<file path="config.mk">
export PLATFORM = sky130hd
export DESIGN_NAME = newton_square_root_unit
export DESIGN_NICKNAME = d
export VERILOG_FILES = /design/src/rtl/nsr_pkg.sv /design/src/rtl/nsr_div.sv /design/src/rtl/newton_square_root_unit.sv
export SDC_FILE = /design/constraint.sdc
export NUM_CORES = 1
export LEC_CHECK = 0
export ABC_AREA = 1
export ABC_CLOCK_PERIOD_IN_PS = 10300
export BUFFER_PORTS_ARGS = -buffer_cell sky130_fd_sc_hd__buf_2
export CAP_MARGIN = 20
export CORE_MARGIN = 8
export CORE_UTILIZATION = 64
export CTS_CLUSTER_SIZE = 30
export DETAILED_ROUTE_END_ITERATION = 12
export GPL_ROUTABILITY_DRIVEN = 1
export HOLD_SLACK_MARGIN = 0.06
export PLACE_DENSITY = 0.87
export SLEW_MARGIN = 20
export SYNTH_ARGS = -nofsm -noshare
export SYNTH_HDL_FRONTEND = slang
export SYNTH_SLANG_ARGS = --single-unit
</file>
<file path="constraint.sdc">
create_clock -name clk -period 10.3 [get_ports clk]
set_input_delay 2.06 -clock clk [delete_from_list [all_inputs] [get_ports clk]]
set_output_delay 2.06 -clock clk [all_outputs]
set_load 0.05 [all_outputs]
</file>
<file path="src/rtl/nsr_pkg.sv">
// shared types and constants for the newton square root unit
// used by nsr_div and newton_square_root_unit; depends on nothing
package nsr_pkg;

  localparam int IN_W   = 32;
  localparam int ROOT_W = 24;

  localparam logic [ROOT_W-1:0] ROOT_MAX = {ROOT_W{1'b1}};

  typedef enum logic [1:0] {
    ST_OK    = 2'd0,
    ST_BAD   = 2'd1,
    ST_LIMIT = 2'd2
  } status_t;

  // divider status seen by the sequencer
  typedef struct packed {
    logic busy;
    logic done;
  } div_status_t;

endpackage

</file>
<file path="src/rtl/nsr_div.sv">
// restoring unsigned divider, one quotient bit per cycle
// depends on nsr_pkg for the status struct
module nsr_div #(
  parameter int W = 47
) (
  input  logic                 clk,
  input  logic                 rst,
  input  logic                 start,
  input  logic [W-1:0]         num,
  input  logic [W-1:0]         den,
  output logic [W-1:0]         quo,
  output nsr_pkg::div_status_t st
);
  import nsr_pkg::*;

  localparam int CW = $clog2(W + 1);

  logic [W-1:0]  rem;
  logic [W-1:0]  num_sh;
  logic [W-1:0]  den_r;
  logic [CW-1:0] cnt;
  logic          busy;
  logic          done;

  logic [W:0]    shifted;
  logic [W:0]    diff;
  logic          ge;
  logic [W-1:0]  rem_next;

  // one trial subtraction per cycle
  assign shifted  = {rem, num_sh[W-1]};
  assign diff     = shifted - {1'b0, den_r};
  assign ge       = shifted >= {1'b0, den_r};
  assign rem_next = ge ? diff[W-1:0] : shifted[W-1:0];

  always_ff @(posedge clk) begin
    if (rst) begin
      busy <= 1'b0;
      done <= 1'b0;
      cnt  <= '0;
    end else begin
      done <= 1'b0;
      if (start) begin
        rem    <= '0;
        num_sh <= num;
        den_r  <= den;
        cnt    <= CW'(W);
        busy   <= 1'b1;
      end else if (busy) begin
        rem    <= rem_next;
        num_sh <= {num_sh[W-2:0], ge};
        cnt    <= cnt - 1'b1;
        if (cnt == CW'(1)) begin
          busy <= 1'b0;
          done <= 1'b1;
        end
      end
    end
  end

  // quotient bits have shifted fully into num_sh when done
  assign quo     = num_sh;
  assign st.busy = busy;
  assign st.done = done;

endmodule

</file>
<file path="src/rtl/newton_square_root_unit.sv">
// newton square root unit: sequencer around a shared bit-serial divider
// depends on nsr_pkg and nsr_div
//
// Takes a signed fixed-point radicand and tolerance (FRAC_BITS fraction bits)
// and returns one unsigned root with a status code (ok, bad argument, iteration
// limit). One item is in flight at a time; in_stall is low only while idle.
// A bad argument or a zero radicand raises out_valid in the cycle after the transfer.
// Otherwise each Newton step passes through a start state, the divider run (the
// restoring divider yields one quotient bit per cycle), the done flag and an
// update state; an item takes at most MAX_ITERATIONS steps. The result
// register holds until the output transfer.
module newton_square_root_unit #(
  parameter int FRAC_BITS      = 16,
  parameter int MAX_ITERATIONS = 32
) (
  input  logic                     clk,
  input  logic                     rst,
  input  logic                     in_valid,
  output logic                     in_stall,
  input  logic signed [31:0]       radicand,
  input  logic signed [31:0]       tolerance,
  output logic                     out_valid,
  input  logic                     out_stall,
  output logic [23:0]              root,
  output logic [1:0]               status
);
  import nsr_pkg::*;

  // guesses and quotients never exceed radicand << FRAC_BITS
  localparam int XW = IN_W - 1 + FRAC_BITS;
  localparam int IW = $clog2(MAX_ITERATIONS + 1);

  typedef enum logic [2:0] {
    S_IDLE,
    S_START,
    S_DIV,
    S_UPDATE,
    S_OUT
  } state_t;

  state_t          state;
  logic [IN_W-2:0] a_r;
  logic [IN_W-1:0] tol_r;
  logic [XW-1:0]   x;
  logic [IW-1:0]   iter;
  logic [ROOT_W-1:0] root_r;
  status_t         status_r;

  logic            in_xfer;
  logic            bad_arg;
  logic            zero_arg;
  logic [XW-1:0]   first_guess;

  logic            div_start;
  logic [XW-1:0]   div_num;
  logic [XW-1:0]   quo;
  div_status_t     div_st;

  logic [XW:0]     sum;
  logic [XW-1:0]   nx;
  logic [XW-1:0]   step_diff;
  logic            close;
  logic [XW-1:0]   nx_fix;
  logic            last_iter;

  function automatic logic [ROOT_W-1:0] sat_root(input logic [XW-1:0] v);
    logic [ROOT_W-1:0] r;
    if (v[XW-1:ROOT_W] != '0) begin
      r = ROOT_MAX;
    end else begin
      r = v[ROOT_W-1:0];
    end
    return r;
  endfunction

  // argument screening at the input transfer
  assign in_stall = (state != S_IDLE);
  assign in_xfer  = in_valid && !in_stall;
  assign bad_arg  = radicand[IN_W-1] || tolerance[IN_W-1] || (tolerance == '0) ||
                    ((tolerance >>> FRAC_BITS) != '0);
  assign zero_arg = (radicand == '0);

  // first guess is radicand / 2, bumped to one lsb if it truncates to zero
  assign first_guess = (radicand[IN_W-2:1] == '0) ? XW'(1) :
                       XW'(radicand[IN_W-2:1]);

  // shared divider computes (a << FRAC_BITS) / x
  assign div_start = (state == S_START);
  assign div_num   = {a_r, {FRAC_BITS{1'b0}}};

  nsr_div #(
    .W (XW)
  ) u_div (
    .clk   (clk),
    .rst   (rst),
    .start (div_start),
    .num   (div_num),
    .den   (x),
    .quo   (quo),
    .st    (div_st)
  );

  // newton update and stopping test
  assign sum       = {1'b0, quo} + {1'b0, x};
  assign nx        = sum[XW:1];
  assign step_diff = (nx >= x) ? (nx - x) : (x - nx);
  assign close     = step_diff <= {{(XW-IN_W){1'b0}}, tol_r};
  assign nx_fix    = (nx == '0) ? XW'(1) : nx;
  assign last_iter = (iter == IW'(MAX_ITERATIONS - 1));

  // sequencer and result register
  always_ff @(posedge clk) begin
    if (rst) begin
      state     <= S_IDLE;
      out_valid <= 1'b0;
      iter      <= '0;
    end else begin
      case (state)
        S_IDLE: begin
          if (in_xfer) begin
            a_r   <= radicand[IN_W-2:0];
            tol_r <= tolerance;
            x     <= first_guess;
            iter  <= '0;
            if (bad_arg) begin
              root_r    <= '0;
              status_r  <= ST_BAD;
              out_valid <= 1'b1;
              state     <= S_OUT;
            end else if (zero_arg) begin
              root_r    <= '0;
              status_r  <= ST_OK;
              out_valid <= 1'b1;
              state     <= S_OUT;
            end else begin
              state <= S_START;
            end
          end
        end
        S_START: begin
          state <= S_DIV;
        end
        S_DIV: begin
          if (div_st.done) begin
            state <= S_UPDATE;
          end
        end
        S_UPDATE: begin
          if (close) begin
            root_r    <= sat_root(nx);
            status_r  <= ST_OK;
            out_valid <= 1'b1;
            state     <= S_OUT;
          end else begin
            x    <= nx_fix;
            iter <= iter + 1'b1;
            if (last_iter) begin
              root_r    <= sat_root(nx_fix);
              status_r  <= ST_LIMIT;
              out_valid <= 1'b1;
              state     <= S_OUT;
            end else begin
              state <= S_START;
            end
          end
        end
        S_OUT: begin
          if (!out_stall) begin
            out_valid <= 1'b0;
            state     <= S_IDLE;
          end
        end
        default: begin
          out_valid <= 1'b0;
          state     <= S_IDLE;
        end
      endcase
    end
  end

  assign root   = root_r;
  assign status = status_r;

  // input is taken only when no result is pending
  a_idle_no_result: assert property (@(posedge clk) disable iff (rst)
    !in_stall |-> !out_valid)
    else $error("input open while a result is pending");

  // bad argument results always carry a zero root
  a_bad_zero_root: assert property (@(posedge clk) disable iff (rst)
    (out_valid && status == ST_BAD) |-> (root == '0))
    else $error("bad argument result with nonzero root");

  // divider is started only when it is free
  a_div_free: assert property (@(posedge clk) disable iff (rst)
    div_start |-> !div_st.busy)
    else $error("divider started while busy");

  // a divider completion lands only while waiting for it
  a_div_done_wait: assert property (@(posedge clk) disable iff (rst)
    div_st.done |-> (state == S_DIV))
    else $error("divider finished outside the wait state");

  // iteration count never passes the cap
  a_iter_cap: assert property (@(posedge clk) disable iff (rst)
    iter <= IW'(MAX_ITERATIONS))
    else $error("iteration counter passed the cap");

endmodule

</file>
======== After elaboration in Yosys (flattened, before gate mapping) ========
Index checks and enable logic that the tools add are counted.
storage, ports and cells
  bits in writable memories ............... 0
  memory bits (read-only) ................. 0
  register bits after elaboration ......... 295
  memories kept ........................... 0
  input bits .............................. 68
  bits in latches ......................... 0
  output and inout bits ................... 28
cells by class
  reductions and logical operators ........ 27
  multiply operators ...................... 0
  order comparisons ....................... 3
  bitwise gates (word level) .............. 3
  muxes and demuxes ....................... 48
  div/mod/pow operators ................... 0
  eq/ne operators ......................... 12
  $add $sub $neg .......................... 6
  shift-type cells ........................ 0
operators with widths
  cell                                          number
  two-way mux 47 bit                            8
  two-way mux 24 bit                            7
  subtractor 47 bit                             3
  one-hot mux 47 bit (2 select lines)           1
  zero test 32 bit                              2
  adder 47 x 47 -> 48 bit                       1
  greater-or-equal comparator 48 x 47 -> 1 bit  1
  one-hot mux 24 bit (2 select lines)           1
  greater-or-equal comparator 47 bit            1
  less-or-equal comparator 47 x 32 -> 1 bit     1
  zero test 47 bit                              1
  nonzero test 23 bit                           2
  nonzero test 32 bit                           1
  zero test 30 bit                              1
  two-way mux 30 bit                            1
  two-way mux 6 bit                             4
  two-way mux 3 bit                             7
  one-hot mux 3 bit (5 select lines)            1
  one-hot mux 6 bit (2 select lines)            1
  two-way mux 1 bit                             10
  two-way mux 2 bit                             5
  AND reduction 5 bit                           2
  AND reduction 3 bit                           3
  adder 6 x 1 -> 6 bit (second input constant)  1
  22 further kinds                              33

======== Logic depth before layout (Yosys ltp) ========
  depth in word-level cells ............... 8
  gate-level depth with buffers ........... 48
  mapped depth without buffers ............ 47

======== By module ========
A second synthesis with hierarchy kept.
second synthesis, totals
  cells, all modules ...................... 4315
  area, all modules ....................... 28125.7 um^2
by module, submodules not included
  module                   area each (um^2)  cells an instance  seq. area each (um^2)  instances
  newton_square_root_unit  17946.0           2877               4284.1                 1
  nsr_div                  10179.8           1438               4394.2                 1

======== Worst setup path after synthesis ========
Ideal clock, no wire load.
  path kind ............................... flip-flop to flip-flop
  from .................................... register x[0]
  to ...................................... register x[0] (enable)
  arrival time ............................ 7.421 ns
  path buffers ............................ 2
  cell stages (with the launch flop) ...... 43
  data required time ...................... 9.847 ns
  path slack .............................. 2.426 ns
  cell sequence ........................... edfxtp_1 > nand2_1 > inv_1 > fa_1 > nand3_1 > nand2_1 > a21oi_2 > o21ai_4 > nand2_1 > nand2_1 > nand2_1 > nand2_1 > nand2_1 > nand2_2 > xor2_2 > inv_1 > ha_1 > nand2_2 > [7 not listed] > nand3_1 > o21ai_0 > o21ai_0 > xnor2_1 > inv_1 > ha_1 > nand2_1 > nor2_1 > nand4_1 > nor4_1 > nand2_1 > o211ai_1 > nand3_1 > nand3_1 > nand2_1 > nand3_2 > nand2_4 > nor2_1
on the way
  cells in the longest elaborated chain, start to end .. 6
RTL lines
  what                                                                     line                            source
  start, declared                                                          newton_square_root_unit.sv:44   logic [XW-1:0] x;
  start signal, assigned                                                   newton_square_root_unit.sv:123  x <= first_guess;
  start signal, assigned                                                   newton_square_root_unit.sv:155  x <= nx_fix;
  adder 47 x 47 -> 48 bit                                                  newton_square_root_unit.sv:104  assign sum = {1'b0, quo} + {1'b0, x};
  subtractor 47 bit or greater-or-equal comparator 47 bit (tied branches)  newton_square_root_unit.sv:106  assign step_diff = (nx >= x) ? (nx - x) : (x - nx);
  two-way mux 47 bit *                                                     newton_square_root_unit.sv:106
  less-or-equal comparator 47 x 32 -> 1 bit *                              newton_square_root_unit.sv:107  assign close = step_diff <= {{(XW-IN_W){1'b0}}, tol_r};
  inequality test 2 bit (no source line) *                                 n/a
  AND reduction 4 bit (no source line) *                                   n/a
Mark *: on every way between the ends. The rest lies on a longest branch, timed or not.
A chain may end at the register's enable or synchronous reset.

======== Worst setup path after layout ========
  from .................................... register x[2]
  to ...................................... register x[40] (enable)
Same word-level chain as after synthesis.

==> run_summary.xml <==
<?xml version="1.0" encoding="UTF-8"?>
<metrics>
  <group name="final_layout">
    <metric name="areaGrowthSynthToFinish" unit="%">8.31</metric>
    <metric name="finalInstanceArea" unit="sq mm">0.0281</metric>
    <metric name="commonest_cells_after_routing_fill_and_taps_aside" unit="">nand2_1 (1,142), inv_1 (696), nor2_1 (288), edfxtp_1 (277), a21oi_1 (270)</metric>
    <metric name="post_route_cells_drive_above_1_share" unit="%">6.49</metric>
    <metric name="layout_commonest_cell" unit="">nand2_1</metric>
    <metric name="antenna-diode-count" unit="">0</metric>
    <metric name="fin_nets" unit="">4134</metric>
  </group>
  <group name="route">
    <metric name="detail_route.vias_per_cell" unit="">6.04</metric>
    <metric name="drt_iter0_drc" unit="">3456</metric>
    <metric name="detail_route.wl_per_cell" unit="um">21.6</metric>
    <metric name="detail-route-antenna-nets" unit="">0</metric>
    <metric name="via_count" unit="">26512</metric>
    <metric name="detailedRoute.firstPassIterationCount" unit="">8</metric>
    <metric name="detail_route.drc_violations" unit="">0</metric>
    <metric name="wl" unit="mm">94.7</metric>
  </group>
  <group name="setup_path">
    <metric name="worst-endpoint-required" unit="ns">10.49</metric>
    <metric name="worst_path_max_fanout" unit="">48</metric>
    <metric name="crit_top_cell" unit="">nand2_1</metric>
    <metric name="start_kind" unit="">flop</metric>
    <metric name="critPathMaxStageDelay" unit="ns">0.55</metric>
    <metric name="path_class" unit="">reg -&gt; reg</metric>
    <metric name="cp_capture_type" unit="">flop</metric>
    <metric name="crit_path_arrival_time" unit="ns">8.57</metric>
    <metric name="cp_slowest_cell" unit="">buf_4</metric>
  </group>
  <group name="global_routing">
    <metric name="number_of_antenna_violations_at_the_first_check_in_global_routing" unit="">0</metric>
    <metric name="grt_first_pass_wirelength" unit="mm">145</metric>
    <metric name="overflow" unit="">0</metric>
    <metric name="grt_use_total" unit="%">39.5</metric>
    <metric name="grt_start_max_net_pins" unit="">82</metric>
    <metric name="number_of_global_route_vias_before_repair" unit="">25966</metric>
  </group>
  <group name="logic_synthesis">
    <metric name="synth_sequential_area_ratio" unit="%">33.5</metric>
    <metric name="synth_mux_area_share" unit="%">0.155</metric>
    <metric name="synth_enable_flop_cells" unit="">277</metric>
    <metric name="synth-adder-area-share" unit="%">11.0</metric>
    <metric name="postSynthAreaPerCell" unit="sq um">6.93</metric>
    <metric name="yosys_warnings" unit="">0</metric>
    <metric name="async_flop_share" unit="%">0</metric>
    <metric name="yosys.cell_types.count" unit="">62</metric>
    <metric name="yosys.area_share.simple" unit="%">27.9</metric>
    <metric name="synth_top_family_by_area" unit="">simple AND/OR/NAND/NOR gates</metric>
    <metric name="syn-cell-area" unit="sq mm">0.0259</metric>
    <metric name="synth_xor_xnor_area_share" unit="%">3.73</metric>
    <metric name="leading_register_cell_type_out_of_synthesis" unit="">edfxtp_1</metric>
    <metric name="postSynthNetCount" unit="">4035</metric>
    <metric name="synth-seq-cells" unit="">295</metric>
    <metric name="synth-compound-area-share" unit="%">12.5</metric>
    <metric name="postSynthCellCount" unit="">3741</metric>
  </group>
  <group name="timing">
    <metric name="tightestPinTransition" unit="ns">1.06</metric>
    <metric name="postLayoutSetupSlackWorst" unit="ns">1.92</metric>
    <metric name="post-route-min-period" unit="ns">8.38</metric>
    <metric name="final_max_slew_viol_count" unit="">0</metric>
    <metric name="fin_worst_skew" unit="ns">0.0356</metric>
    <metric name="rsz0062_at_grt" unit="">false</metric>
    <metric name="setup-tns-final" unit="ns">0</metric>
    <metric name="layout_worst_path_cycle_share" unit="%">81.4</metric>
    <metric name="worst_hold_slack" unit="ns">0.490</metric>
    <metric name="timing_hold_violations_final" unit="">0</metric>
    <metric name="maxClockFrequency" unit="MHz">119</metric>
    <metric name="setup_viol" unit="">0</metric>
    <metric name="worst_rel_slew_slack" unit="%">28.4</metric>
  </group>
  <group name="clocking">
    <metric name="clock_sink_count" unit="">295</metric>
    <metric name="clock_root_buffer" unit="">clkbuf_16</metric>
    <metric name="clock_tree.buffer_depth" unit="">3</metric>
    <metric name="clkLatencyLatePin" unit="ns">0.59</metric>
    <metric name="postCtsResizedCells" unit="">0</metric>
    <metric name="tritoncts.num_buffers" unit="">35</metric>
    <metric name="cts_tree" unit="">built</metric>
    <metric name="clkTransAtPathRegs" unit="ns">0.06</metric>
    <metric name="setup_buffers_after_cts" unit="">0</metric>
    <metric name="cts-htree-levels" unit="">2</metric>
    <metric name="cts_hold_buf" unit="">0</metric>
  </group>
  <group name="floorplanning">
    <metric name="design.portCount" unit="">96</metric>
    <metric name="die_boundary_height" unit="um">217</metric>
    <metric name="initial_core_util" unit="%">65.1</metric>
    <metric name="core_area" unit="sq mm">0.0398</metric>
    <metric name="floorplan.die.width" unit="um">217</metric>
    <metric name="total_die_area" unit="sq mm">0.0472</metric>
    <metric name="std_cell_rows" unit="">73</metric>
  </group>
  <group name="worst_hold_path">
    <metric name="timing.hold.worst.class" unit="">reg -&gt; reg</metric>
  </group>
  <group name="placed_design">
    <metric name="placed_inst_area" unit="sq mm">0.0270</metric>
    <metric name="io_buffers" unit="">95</metric>
    <metric name="post-place-ws" unit="ns">2.33</metric>
    <metric name="replace_congestion" unit="">1.09</metric>
    <metric name="post-dp-hpwl" unit="mm">76.3</metric>
  </group>
  <group name="pwr">
    <metric name="power" unit="mW">3.92</metric>
    <metric name="peakVddDrop" unit="uV">158</metric>
    <metric name="power.density_cell_area" unit="mW/mm^2">140</metric>
    <metric name="power_leakage" unit="nW">14.1</metric>
  </group>
  <group name="run">
    <metric name="count_of_maximum_capacitance_violations" unit="">0</metric>
  </group>
  <group name="run_status">
    <metric name="status" unit="">finished clean</metric>
  </group>
</metrics>
-- flip-flops by register name (all words and copies together), names as in the netlist --
register and count:
u_div.quo 47, a_r 31, u_div.cnt 6, iter 6
u_div.rem 47, tol_r 32, u_div.busy 1, u_div.done 1
out_valid 1, u_div.den_r 47, status 2, x 47
state 3, root 24
-- final timing paths --
path	to	slack, ns	depth (start not counted)	startpoint
worst max-delay path	x[40]	1.92	37	x[2]
worst min-delay path	u_div.cnt[5]	0.49	2	u_div.cnt[5]
worst min register to register	u_div.cnt[5]	0.49	2	u_div.cnt[5]
worst max register to register	x[40]	1.92	37	x[2]
-- per-layer routing --
layer	part of all wire [%]	routed length [um]	vias up	global-route usage, %
li1	-	-	12255	-
met1	37	35000	12109	47.4
met2	45	42900	1719	64.9
met3	10	9610	429	7.17
met4	7.5	7120	0	25.0
met5	0	0	-	0
-- metrics by stage --
step	utilization (%)	cells
final	70.5	4390
after global routing	70.5	4390
after CTS	70.5	4390
after detailed placement	67.8	4328
after global placement	67.8	4328
after floorplan	-	3741
-- final cells by class --
| cell class | count | area (sq um) |
|---|---|---|
| clock buffers | 43 | 906 |
| clock inverters | 19 | 173 |
| fillers | 3388 | 11800 |
| inverters | 720 | 2700 |
| multi-input cells | 2679 | 14400 |
| flip-flops and latches | 295 | 8680 |
| well taps | 525 | 657 |
| repair buffers | 109 | 581 |
-- worst max-delay path, delay by kind of cell (launching register included) --
| kind | cells | cell delay, ns |
|---|---|---|
| AND/OR/NAND/NOR | 21 | 3.10 |
| AO/OA/AOI/OAI | 8 | 1.81 |
| adder cells (fa/ha/maj) | 3 | 1.19 |
| buffers and inverters | 4 | 1.13 |
| flip-flops | 1 | 0.50 |
| XOR/XNOR | 1 | 0.15 |
-- cell families after synthesis --
| logic type | Yosys count |
|---|---|
| AOI/OAI and AO/OA | 595 |
| xor gates and xnor gates | 106 |
| adders and majority gates | 226 |
| buffers and inverters | 767 |
| DFF | 295 |
| muxes | 4 |
| and+or+nand+nor | 1748 |
-- synthesized netlist by cell type (all sizes together), types with 2 or more instances --
cell type	instances	area [sq um]
a31oi	30	188
nand4	48	300
ha	222	2780
clkbuf	33	124
or2	4	25.0
and2	6	37.5
and3	8	50.1
inv	718	2700
o221ai	3	26.3
edfxtp	277	8320
fa	4	80.1
o211ai	6	45.0
o21a	8	60.1
o21ai	226	1150
mux2i	4	40.0
o31ai	3	22.5
dfxtp	18	360
nand2	1154	4370
a21o	15	114
a21oi	273	1370
o21bai	17	128
nand3b	4	30.0
xnor2	49	437
a21boi	8	60.1
xor2	57	529
clkinv	2	7.51
nor2	313	1250
nand3	136	691
nor3	42	235
nor4	29	209
buf	14	91.3
-- report_power, final --
| group | internal (mW) | switching [mW] |
|---|---|---|
| logic | 0.394 | 0.945 |
| registers | 1.34 | 0.0307 |
| clock network | 0.663 | 0.547 |
| total | 2.40 | 1.52 |
Note: power is estimated with default switching activity, not from simulation.
